File: src/sv/mndf_pkg.sv
`default_nettype none

package mndf_pkg;

  typedef enum logic [1:0] {
    PH_IDLE,
    PH_BREAK,
    PH_MARK,
    PH_DATA
  } phase_t;

  typedef logic [1:0] cfg_idx_t;

  localparam cfg_idx_t CFG_BREAK_TICKS = 2'd0;
  localparam cfg_idx_t CFG_MARK_TICKS  = 2'd1;
  localparam cfg_idx_t CFG_START_CODE  = 2'd2;

  localparam logic [7:0] BREAK_TICKS_RESET = 8'd22;
  localparam logic [7:0] MARK_TICKS_RESET  = 8'd2;
  localparam logic [7:0] START_CODE_RESET  = 8'd0;

  localparam logic OP_TICK  = 1'b0;
  localparam logic OP_EVENT = 1'b1;

  localparam logic [3:0] CMD_NOTE_ON  = 4'h9;
  localparam logic [3:0] CMD_NOTE_OFF = 4'h8;

  localparam logic [3:0] BITS_PER_BYTE = 4'd11;
  localparam logic [3:0] LAST_DATA_BIT = 4'd8;

  // Serial line level for a given frame position: start bit low, data LSB first,
  // stop bits and idle high, break low.
  function automatic logic line_level(input phase_t phase, input logic [3:0] bit_idx,
                                      input logic [7:0] shift);
    logic lvl;
    lvl = 1'b1;
    case (phase)
      PH_BREAK: lvl = 1'b0;
      PH_DATA: begin
        if (bit_idx == 4'd0) begin
          lvl = 1'b0;
        end else if (bit_idx <= LAST_DATA_BIT) begin
          lvl = shift[3'(bit_idx - 4'd1)];
        end
      end
      default: lvl = 1'b1;
    endcase
    return lvl;
  endfunction

endpackage

`default_nettype wire

File: src/sv/mndf_slot_mem.sv
`default_nettype none

module mndf_slot_mem #(
  parameter int DEPTH = 128,
  parameter int ADDR_W = $clog2(DEPTH)
) (
  input  wire logic              clk,
  input  wire logic              wr_en,
  input  wire logic [ADDR_W-1:0] wr_addr,
  input  wire logic [7:0]        wr_data,
  input  wire logic [ADDR_W-1:0] rd_addr,
  output logic      [7:0]        rd_data
);

  logic [7:0] mem [DEPTH];
  logic [7:0] rd_data_r;

  always_ff @(posedge clk) begin
    if (wr_en) begin
      mem[wr_addr] <= wr_data;
    end
  end

  // Write-first read: a write to the address being read shows up at once.
  always_ff @(posedge clk) begin
    if (wr_en && (wr_addr == rd_addr)) begin
      rd_data_r <= wr_data;
    end else begin
      rd_data_r <= mem[rd_addr];
    end
  end

  assign rd_data = rd_data_r;

endmodule

`default_nettype wire

File: src/sv/midi_note_to_dmx_framer.sv
// Each result is registered and appears on the output in the cycle after its input transaction.
// Throughput: one input transaction per cycle while the table is not clearing and the output is not stalled;
// each tick input is one DMX bit period. The slot table is a single-port-write memory whose registered read
// is addressed by the next slot index, ahead of each byte load. Reset is synchronous and active low. After reset
// a sweep over all SLOT_COUNT addresses zeroes the slot table while in_ready stays low; configuration writes are taken.
`default_nettype none

module midi_note_to_dmx_framer #(
  parameter int SLOT_COUNT = 128
) (
  input  wire logic       clk,
  input  wire logic       rst_n,
  input  wire logic       cfg_valid,
  output logic            cfg_ready,
  input  wire logic [1:0] cfg_index,
  input  wire logic [7:0] cfg_data,
  input  wire logic       in_valid,
  output logic            in_ready,
  input  wire logic       in_operation,
  input  wire logic [7:0] in_status_byte,
  input  wire logic [6:0] in_note_number,
  input  wire logic [6:0] in_note_velocity,
  output logic            out_valid,
  input  wire logic       out_ready,
  output logic            out_line_level,
  output logic            out_frame_busy
);

  localparam int ADDR_W = $clog2(SLOT_COUNT);
  localparam int SLOT_W = $clog2(SLOT_COUNT + 1);

  logic [7:0] break_ticks_r;
  logic [7:0] mark_ticks_r;
  logic [7:0] start_code_r;

  mndf_pkg::phase_t phase_r, phase_nxt;
  logic [7:0]        cnt_r, cnt_nxt;
  logic [3:0]        bit_r, bit_nxt;
  logic [SLOT_W-1:0] slot_r, slot_nxt;
  logic [7:0]        shift_r, shift_nxt;
  logic              pending_r, pending_nxt;
  logic [6:0]        highest_r, highest_nxt;

  logic              clearing_r;
  logic [ADDR_W-1:0] clr_addr_r;

  logic       out_valid_r;
  logic       out_level_r, out_level_nxt;
  logic       out_busy_r, out_busy_nxt;

  logic              accept;
  logic              cmd_ok;
  logic              note_ok;
  logic              evt_write;
  logic [7:0]        evt_data;
  logic              mem_we;
  logic [ADDR_W-1:0] mem_waddr;
  logic [7:0]        mem_wdata;
  logic [ADDR_W-1:0] mem_raddr;
  logic [7:0]        mem_rdata;
  logic [3:0]        bit_inc;
  logic [7:0]        cnt_inc;

  assign cfg_ready = 1'b1;
  assign in_ready  = !clearing_r && (!out_valid_r || out_ready);
  assign accept    = in_valid && in_ready;

  assign cmd_ok  = (in_status_byte[7:4] == mndf_pkg::CMD_NOTE_ON) ||
                   (in_status_byte[7:4] == mndf_pkg::CMD_NOTE_OFF);
  assign note_ok = 32'(in_note_number) < SLOT_COUNT;
  assign evt_write = accept && (in_operation == mndf_pkg::OP_EVENT) && cmd_ok && note_ok;
  assign evt_data  = (in_status_byte[7:4] == mndf_pkg::CMD_NOTE_ON) ?
                     {in_note_velocity, 1'b0} : 8'd0;

  assign mem_we    = clearing_r || evt_write;
  assign mem_waddr = clearing_r ? clr_addr_r : ADDR_W'(in_note_number);
  assign mem_wdata = clearing_r ? 8'd0 : evt_data;
  assign mem_raddr = (32'(slot_nxt) < SLOT_COUNT) ? ADDR_W'(slot_nxt) : '0;

  mndf_slot_mem #(
    .DEPTH (SLOT_COUNT),
    .ADDR_W(ADDR_W)
  ) u_slot_mem (
    .clk    (clk),
    .wr_en  (mem_we),
    .wr_addr(mem_waddr),
    .wr_data(mem_wdata),
    .rd_addr(mem_raddr),
    .rd_data(mem_rdata)
  );

  assign bit_inc = bit_r + 4'd1;
  assign cnt_inc = cnt_r + 8'd1;

  // Next frame state.
  always_comb begin
    phase_nxt   = phase_r;
    cnt_nxt     = cnt_r;
    bit_nxt     = bit_r;
    slot_nxt    = slot_r;
    shift_nxt   = shift_r;
    pending_nxt = pending_r;
    highest_nxt = highest_r;
    if (accept) begin
      if (in_operation == mndf_pkg::OP_EVENT) begin
        if (cmd_ok && note_ok) begin
          if (in_note_number > highest_r) begin
            highest_nxt = in_note_number;
          end
          if (phase_r == mndf_pkg::PH_IDLE) begin
            phase_nxt = mndf_pkg::PH_BREAK;
            cnt_nxt   = 8'd0;
            bit_nxt   = 4'd0;
            slot_nxt  = '0;
          end else begin
            pending_nxt = 1'b1;
          end
        end
      end else begin
        case (phase_r)
          mndf_pkg::PH_BREAK: begin
            cnt_nxt = cnt_inc;
            if (cnt_inc >= break_ticks_r) begin
              phase_nxt = mndf_pkg::PH_MARK;
              cnt_nxt   = 8'd0;
            end
          end
          mndf_pkg::PH_MARK: begin
            cnt_nxt = cnt_inc;
            if (cnt_inc >= mark_ticks_r) begin
              phase_nxt = mndf_pkg::PH_DATA;
              cnt_nxt   = 8'd0;
              bit_nxt   = 4'd0;
              slot_nxt  = '0;
              shift_nxt = start_code_r;
            end
          end
          mndf_pkg::PH_DATA: begin
            bit_nxt = bit_inc;
            if (bit_inc >= mndf_pkg::BITS_PER_BYTE) begin
              bit_nxt = 4'd0;
              if ((32'(slot_r) <= 32'(highest_r)) && (32'(slot_r) < SLOT_COUNT)) begin
                shift_nxt = mem_rdata;
                slot_nxt  = slot_r + SLOT_W'(1);
              end else if (pending_r) begin
                pending_nxt = 1'b0;
                phase_nxt   = mndf_pkg::PH_BREAK;
                cnt_nxt     = 8'd0;
                slot_nxt    = '0;
              end else begin
                phase_nxt = mndf_pkg::PH_IDLE;
                slot_nxt  = '0;
              end
            end
          end
          default: phase_nxt = mndf_pkg::PH_IDLE;
        endcase
      end
    end
  end

  // Result: a tick reports the period it drives, an event the coming period.
  always_comb begin
    if (in_operation == mndf_pkg::OP_EVENT) begin
      out_level_nxt = mndf_pkg::line_level(phase_nxt, bit_nxt, shift_nxt);
      out_busy_nxt  = phase_nxt != mndf_pkg::PH_IDLE;
    end else begin
      out_level_nxt = mndf_pkg::line_level(phase_r, bit_r, shift_r);
      out_busy_nxt  = phase_r != mndf_pkg::PH_IDLE;
    end
  end

  always_ff @(posedge clk) begin
    if (!rst_n) begin
      break_ticks_r <= mndf_pkg::BREAK_TICKS_RESET;
      mark_ticks_r  <= mndf_pkg::MARK_TICKS_RESET;
      start_code_r  <= mndf_pkg::START_CODE_RESET;
    end else if (cfg_valid && cfg_ready) begin
      case (cfg_index)
        mndf_pkg::CFG_BREAK_TICKS: break_ticks_r <= cfg_data;
        mndf_pkg::CFG_MARK_TICKS:  mark_ticks_r  <= cfg_data;
        mndf_pkg::CFG_START_CODE:  start_code_r  <= cfg_data;
        default: ;
      endcase
    end
  end

  always_ff @(posedge clk) begin
    if (!rst_n) begin
      phase_r    <= mndf_pkg::PH_IDLE;
      cnt_r      <= 8'd0;
      bit_r      <= 4'd0;
      slot_r     <= '0;
      shift_r    <= 8'd0;
      pending_r  <= 1'b0;
      highest_r  <= 7'd0;
      clearing_r <= 1'b1;
      clr_addr_r <= '0;
    end else begin
      phase_r   <= phase_nxt;
      cnt_r     <= cnt_nxt;
      bit_r     <= bit_nxt;
      slot_r    <= slot_nxt;
      shift_r   <= shift_nxt;
      pending_r <= pending_nxt;
      highest_r <= highest_nxt;
      if (clearing_r) begin
        clr_addr_r <= clr_addr_r + ADDR_W'(1);
        if (clr_addr_r == ADDR_W'(SLOT_COUNT - 1)) begin
          clearing_r <= 1'b0;
        end
      end
    end
  end

  always_ff @(posedge clk) begin
    if (!rst_n) begin
      out_valid_r <= 1'b0;
    end else if (accept) begin
      out_valid_r <= 1'b1;
    end else if (out_ready) begin
      out_valid_r <= 1'b0;
    end
  end

  always_ff @(posedge clk) begin
    if (accept) begin
      out_level_r <= out_level_nxt;
      out_busy_r  <= out_busy_nxt;
    end
  end

  assign out_valid      = out_valid_r;
  assign out_line_level = out_level_r;
  assign out_frame_busy = out_busy_r;

endmodule

`default_nettype wire

File: config.mk
export PLATFORM = sky130hd
export DESIGN_NAME = midi_note_to_dmx_framer
export DESIGN_NICKNAME = d
export VERILOG_FILES = /design/src/sv/mndf_pkg.sv /design/src/sv/mndf_slot_mem.sv /design/src/sv/midi_note_to_dmx_framer.sv
export SDC_FILE = /design/constraint.sdc
export NUM_CORES = 1
export LEC_CHECK = 0
export BUFFER_PORTS_ARGS = -buffer_cell sky130_fd_sc_hd__clkbuf_2
export CORE_AREA = 2 2 259 261
export CTS_CLUSTER_SIZE = 28
export DETAILED_ROUTE_END_ITERATION = 12
export DIE_AREA = 0 0 261 263
export GPL_TIMING_DRIVEN = 0
export PLACE_DENSITY = 0.75
export SLEW_MARGIN = 20
export SYNTH_ARGS = -nofsm -noshare
export SYNTH_HDL_FRONTEND = slang
export SYNTH_SLANG_ARGS = --single-unit
File: constraint.sdc
create_clock -name clk -period 5.9 [get_ports clk]
set_input_delay 0.885 -clock clk [delete_from_list [all_inputs] [get_ports clk]]
set_output_delay 0.885 -clock clk [all_outputs]
set_load 0.01 [all_outputs]
==> report_table.html <==
<table>
<tr><th>Metric</th><th>Value</th></tr>
<tr><th colspan="2">Timing</th></tr>
<tr><td>Unrepaired setup endpoints after global routing</td><td>no</td></tr>
<tr><td>Final max-slew violation count</td><td>0</td></tr>
<tr><td>Final hold vios</td><td>0</td></tr>
<tr><td>Setup violations, final</td><td>0</td></tr>
<tr><td>Worst hold slack</td><td>slightly below 0.5 ns</td></tr>
<tr><td>Slew of the pin with the lowest slew margin</td><td>roughly 1.3 ns</td></tr>
<tr><td>Setup total negative slack</td><td>0 ns</td></tr>
<tr><td>Maximum frequency from static timing analysis</td><td>181.5 MHz</td></tr>
<tr><td>Time the worst path needs with I/O delays and setup</td><td>around 5.5 ns</td></tr>
<tr><td>Setup Skew</td><td>between 0.02 and 0.03 ns</td></tr>
<tr><td>Period utilisation layout</td><td>93.38%</td></tr>
<tr><td>Setup WS post-layout</td><td>0.3905 ns</td></tr>
<tr><td>Max-slew headroom</td><td>15.22%</td></tr>
<tr><th colspan="2">Detailed routing</th></tr>
<tr><td>Post-detailed-routing wire length</td><td>113900 µm</td></tr>
<tr><td>Antenna Nets Post-Route</td><td>0</td></tr>
<tr><td>DR pass1 iterations</td><td>5</td></tr>
<tr><td>DR iter-0 viols</td><td>3667</td></tr>
<tr><td>Number of vias per cell</td><td>approximately 7</td></tr>
<tr><td>DR DRC count</td><td>0</td></tr>
<tr><td>Routed wire per std cell</td><td>34.45 µm</td></tr>
<tr><td>Total via count in the routed design</td><td>between 20000 and 25000</td></tr>
<tr><th colspan="2">Place</th></tr>
<tr><td>Placed wire-length estimate</td><td>between 70000 and 80000 µm</td></tr>
<tr><td>Area after DPL</td><td>41370 µm²</td></tr>
<tr><td>Worst slack at placement</td><td>between 0.4 and 0.5 ns</td></tr>
<tr><td>Routability congestion estimate</td><td>0.9788</td></tr>
<tr><td>Port Buffers</td><td>37</td></tr>
<tr><th colspan="2">Synthesis</th></tr>
<tr><td>Post-Synthesis Net Count</td><td>approximately 2300</td></tr>
<tr><td>Number of cells produced by synthesis</td><td>2220</td></tr>
<tr><td>Post-Syn Area per Cell</td><td>approximately 18 µm²</td></tr>
<tr><td>Synth async-reset ratio</td><td>0%</td></tr>
<tr><td>Cell types occupying the most area after synthesis</td><td>sky130_fd_sc_hd__edfxtp_1, sky130_fd_sc_hd__mux4_2, sky130_fd_sc_hd__dfxtp_1, sky130_fd_sc_hd__mux2i_1, sky130_fd_sc_hd__nor2_1</td></tr>
<tr><td>Number of enable flip-flop cells after synthesis</td><td>898</td></tr>
<tr><td>Post-synthesis register bit count</td><td>976</td></tr>
<tr><td>Leading area contributor after synthesis</td><td>sky130_fd_sc_hd__edfxtp_1</td></tr>
<tr><td>Share of synthesized area occupied by flip-flops and latches</td><td>roughly 72%</td></tr>
<tr><td>Number of distinct library cells after synthesis</td><td>74</td></tr>
<tr><td>Commonest register cell after synthesis</td><td>sky130_fd_sc_hd__edfxtp_1</td></tr>
<tr><td>Area share of the largest cell type after synthesis</td><td>between 60% and 70%</td></tr>
<tr><td>Cell Area, Synth</td><td>39850 µm²</td></tr>
<tr><td>Count of synthesis-stage warnings from yosys</td><td>0</td></tr>
<tr><th colspan="2">CTS</th></tr>
<tr><td>Root Driver</td><td>sky130_fd_sc_hd__clkbuf_16</td></tr>
<tr><td>Number of gates given a new drive strength after cts</td><td>0</td></tr>
<tr><td>TritonCTS clock tree</td><td>done</td></tr>
<tr><td>Buffers from clock root to sink, at most</td><td>3</td></tr>
<tr><td>Post-CTS clock slew at the launch and capture registers of the worst setup and hold paths</td><td>roughly 0.06 ns</td></tr>
<tr><td>Num Clock Sinks</td><td>976</td></tr>
<tr><td>Clock buffers created by TritonCTS</td><td>97</td></tr>
<tr><td>H-tree depth</td><td>3</td></tr>
<tr><td>Post-CTS Hold Fix Bufs</td><td>0</td></tr>
<tr><td>Post-CTS setup buffer count</td><td>0</td></tr>
<tr><td>Clock insertion delay at the later pin of the skew report</td><td>0.65 ns</td></tr>
<tr><th colspan="2">Setup path</th></tr>
<tr><td>Kind of critical path</td><td>reg2reg</td></tr>
<tr><td>Startpoint of the worst-slack reg-to-reg timing path</td><td>cnt_r[0]$_SDFFE_PN0P_</td></tr>
<tr><td>CP startpoint</td><td>cnt_r[0]$_SDFFE_PN0P_</td></tr>
<tr><td>Worst endpoint required time</td><td>6.35 ns</td></tr>
<tr><td>Cell at the slowest stage of the critical path</td><td>sky130_fd_sc_hd__o21ai_0</td></tr>
<tr><td>Crit path capture type</td><td>flip-flop</td></tr>
<tr><td>Combined buffer and inverter count along the critical path</td><td>1</td></tr>
<tr><td>Arrival @ worst endpoint</td><td>5.96 ns</td></tr>
<tr><td>Crit-path max FO</td><td>8</td></tr>
<tr><td>Slack of the worst reg-to-reg path</td><td>0.39 ns</td></tr>
<tr><td>Kind of cell adding the most delay to the critical path</td><td>compound AO/OA/AOI/OAI gates</td></tr>
<tr><td>Logic depth of the worst register-to-register path</td><td>18</td></tr>
<tr><td>End of the worst register-to-register path</td><td>out_line_level$_DFFE_PP_</td></tr>
<tr><td>Startpoint type of the worst setup path</td><td>flip-flop</td></tr>
<tr><td>Critical path's largest stage delay</td><td>roughly 0.60 ns</td></tr>
<tr><td>Worst path cell trace</td><td>and3_1 -&gt; and3_1 -&gt; nand3_1 -&gt; xnor2_1 -&gt; ha_1 -&gt; and2_1 -&gt; a221oi_1 -&gt; o21a_1 -&gt; a21boi_0 -&gt; o21ai_0 -&gt; a21o_1 -&gt; inv_1 -&gt; ha_1 -&gt; nand3b_1 -&gt; a41oi_1 -&gt; nand4_1 -&gt; o32a_2 -&gt; o31ai_1</td></tr>
<tr><th colspan="2">Hold path</th></tr>
<tr><td>Instance count along the most critical hold path</td><td>2</td></tr>
<tr><td>Hold crit path type</td><td>reg2reg</td></tr>
<tr><td>Worst hold path startpoint</td><td>highest_r[4]$_SDFFE_PN0P_</td></tr>
<tr><td>Worst hold path endpoint</td><td>highest_r[4]$_SDFFE_PN0P_</td></tr>
<tr><th colspan="2">Die</th></tr>
<tr><td>Chip Height</td><td>263 µm</td></tr>
<tr><td>Die Footprint</td><td>~70000 µm²</td></tr>
<tr><td>Die width</td><td>261 µm</td></tr>
<tr><td>Standard cell core area</td><td>65630 µm²</td></tr>
<tr><td>IO Pins</td><td>43</td></tr>
<tr><td>Starting utilization of the core area</td><td>60.73%</td></tr>
<tr><td>Number of standard-cell rows in the floorplan</td><td>94</td></tr>
<tr><th colspan="2">Final layout</th></tr>
<tr><td>Area added between synthesis and finish</td><td>11.64%</td></tr>
<tr><td>Layout cell share with drive strength beyond 1</td><td>20.22%</td></tr>
<tr><td>Area used by multi-input combinational logic</td><td>10570 µm²</td></tr>
<tr><td>Number of antenna cells inserted</td><td>0</td></tr>
<tr><td>Post-route core utilization</td><td>67.80%</td></tr>
<tr><td>Total Nets Final</td><td>2441</td></tr>
<tr><td>Total of fill cells in the finished design</td><td>4182</td></tr>
<tr><td>Post-Layout Inst Area</td><td>44490 µm²</td></tr>
<tr><td>Register Area</td><td>approximately 29000 µm²</td></tr>
<tr><th colspan="2">GRT</th></tr>
<tr><td>GR Util All Layers</td><td>33.86%</td></tr>
<tr><td>Maximum number of pins on one net before global-route repair</td><td>87</td></tr>
<tr><td>Global-route wire length before repair</td><td>~160000 µm</td></tr>
<tr><td>Via count of the first global-routing pass</td><td>22510</td></tr>
<tr><td>Final global-route overflow total</td><td>0</td></tr>
<tr><td>Initial antenna violation count</td><td>1</td></tr>
<tr><th colspan="2">Power</th></tr>
<tr><td>Static power due to leakage</td><td>15.72 nW</td></tr>
<tr><td>Ratio of total power to cell area</td><td>roughly 310 nW/µm²</td></tr>
<tr><td>Maximum resistive drop on vdd</td><td>0.2606 mV</td></tr>
<tr><th colspan="2">Outcome</th></tr>
<tr><td>Result of the run</td><td>finished clean</td></tr>
<tr><th colspan="2">Job</th></tr>
<tr><td>Reported max-cap violation count</td><td>0</td></tr>
</table>
final cells by class:
class / instances / area share, %
sequential: 976 / 64.12
buffer: 107 / 1.386
inverter: 48 / 0.4049
clock inverter: 52 / 1.097
clock buffer: 124 / 5.920
timing repair buffer: 47 / 0.8914
multi-input combinational: 1089 / 23.75
tap: 864 / 2.430
synth_stat cells (5+ instances only):
cell,instances
sky130_fd_sc_hd__a21o_1,8
sky130_fd_sc_hd__and3_1,9
sky130_fd_sc_hd__nand3b_1,7
sky130_fd_sc_hd__o211ai_1,8
sky130_fd_sc_hd__buf_6,7
sky130_fd_sc_hd__xnor2_1,6
sky130_fd_sc_hd__a21oi_1,44
sky130_fd_sc_hd__or3_1,5
sky130_fd_sc_hd__nand2b_1,11
sky130_fd_sc_hd__nor2_1,225
sky130_fd_sc_hd__nor4_1,5
sky130_fd_sc_hd__a31oi_1,9
sky130_fd_sc_hd__a22o_1,5
sky130_fd_sc_hd__nand4_1,8
sky130_fd_sc_hd__inv_1,46
sky130_fd_sc_hd__nand3_1,37
sky130_fd_sc_hd__nand2_1,86
sky130_fd_sc_hd__and2_1,22
sky130_fd_sc_hd__buf_2,27
sky130_fd_sc_hd__buf_4,26
sky130_fd_sc_hd__nor3_1,17
sky130_fd_sc_hd__o21ai_0,38
sky130_fd_sc_hd__o21a_1,7
sky130_fd_sc_hd__a22oi_1,37
sky130_fd_sc_hd__a211oi_1,9
sky130_fd_sc_hd__mux4_2,225
sky130_fd_sc_hd__edfxtp_1,898
sky130_fd_sc_hd__xor2_1,6
sky130_fd_sc_hd__clkbuf_1,43
sky130_fd_sc_hd__ha_1,37
sky130_fd_sc_hd__mux2i_1,101
sky130_fd_sc_hd__o2111ai_1,8
sky130_fd_sc_hd__o221ai_1,10
sky130_fd_sc_hd__dfxtp_1,78
sky130_fd_sc_hd__o32ai_1,6
sky130_fd_sc_hd__o22ai_1,10
sky130_fd_sc_hd__nor2b_1,17
flip-flops by register name, indices dropped and copies added, names as in the netlist, named ones only:
name / count
out_valid: 1
out_frame_busy: 1
start_code_r: 8
clearing_r: 1
cnt_r: 8
shift_r: 8
u_slot_mem.mem: 896
phase_r: 2
pending_r: 1
out_line_level: 1
bit_r: 4
mark_ticks_r: 8
clr_addr_r: 7
highest_r: 7
break_ticks_r: 8
slot_r: 8
layer usage:
layer  up-vias  global-route usage (%)  share of wire (%)
met1     11690                   46.62                 36
met2      1720                   51.72                 46
li1       9215                       -                  -
met4         0                   16.95                5.9
met3       331                   7.539                 12
met5         -                       0                  0
logic make-up after synthesis:
logic type | after synthesis | share of synthesized area [%]
DFF | 976 | 71.58
and+or+nand+nor | 464 | 5.233
muxes | 333 | 15.56
AOI/OAI and AO/OA | 242 | 4.201
buffers and inverters | 155 | 1.990
adders and majority gates | 37 | 1.162
xor gates and xnor gates | 12 | 0.2637
other | 1 | 0.009409
through the flow:
stage / std cells / power [mW]
floorplan: 2220 / 7.699
global placement: 3121 / 7.778
detailed placement: 3131 / 7.783
CTS: 3307 / 13.79
global route: 3307 / 14.05
finish: 3307 / 13.80
placed cells by master (no fill, tap or decap), types with 9 or more instances in the layout:
cell                        count
sky130_fd_sc_hd__a211oi_1       9
sky130_fd_sc_hd__a21oi_1       44
sky130_fd_sc_hd__a22oi_1       37
sky130_fd_sc_hd__a31oi_1        9
sky130_fd_sc_hd__and2_1        15
sky130_fd_sc_hd__and3_1         9
sky130_fd_sc_hd__buf_2         27
sky130_fd_sc_hd__buf_4         28
sky130_fd_sc_hd__bufinv_16      9
sky130_fd_sc_hd__clkbuf_1      61
sky130_fd_sc_hd__clkbuf_16    101
sky130_fd_sc_hd__clkbuf_2      40
sky130_fd_sc_hd__clkinv_1      24
sky130_fd_sc_hd__clkinv_2      16
sky130_fd_sc_hd__dfxtp_1       78
sky130_fd_sc_hd__edfxtp_1     898
sky130_fd_sc_hd__ha_1          37
sky130_fd_sc_hd__inv_1         46
sky130_fd_sc_hd__mux2i_1      101
sky130_fd_sc_hd__mux4_2       225
sky130_fd_sc_hd__nand2_1       86
sky130_fd_sc_hd__nand2b_1      11
sky130_fd_sc_hd__nand3_1       37
sky130_fd_sc_hd__nor2_1       224
sky130_fd_sc_hd__nor2b_1       17
sky130_fd_sc_hd__nor3_1        17
sky130_fd_sc_hd__o21ai_0       36
sky130_fd_sc_hd__o221ai_1      10
sky130_fd_sc_hd__o22ai_1       10
worst max-delay path by stage:
stage / end / slack (ns) / cells after the start
6_report: out_line_level$_DFFE_PP_ / 0.39 / 18
5_1_grt: out_line_level$_DFFE_PP_ / 0.02 / 18
4_1_cts: out_line_level$_DFFE_PP_ / 0.41 / 18
3_5_place_dp: out_line_level$_DFFE_PP_ / 0.42 / 18
3_3_place_gp: u_slot_mem.mem[34][2]$_DFFE_PP_ / -0.03 / 4
2_1_floorplan: out_line_level$_DFFE_PP_ / 1.56 / 18
worst min-delay path, stage by stage, from the launching register on:
cell	delay, ns
sky130_fd_sc_hd__dfxtp_1	0.32
sky130_fd_sc_hd__a21oi_1	0.06
sky130_fd_sc_hd__nor2_1	0.08
where the power goes:
part           switching [mW]  internal [mW]  total [mW]
combinational           0.126         0.0474       0.173
clock                    2.62           3.54        6.15
sequential             0.0100           7.46        7.47
Note: power is estimated with default switching activity, not from simulation.
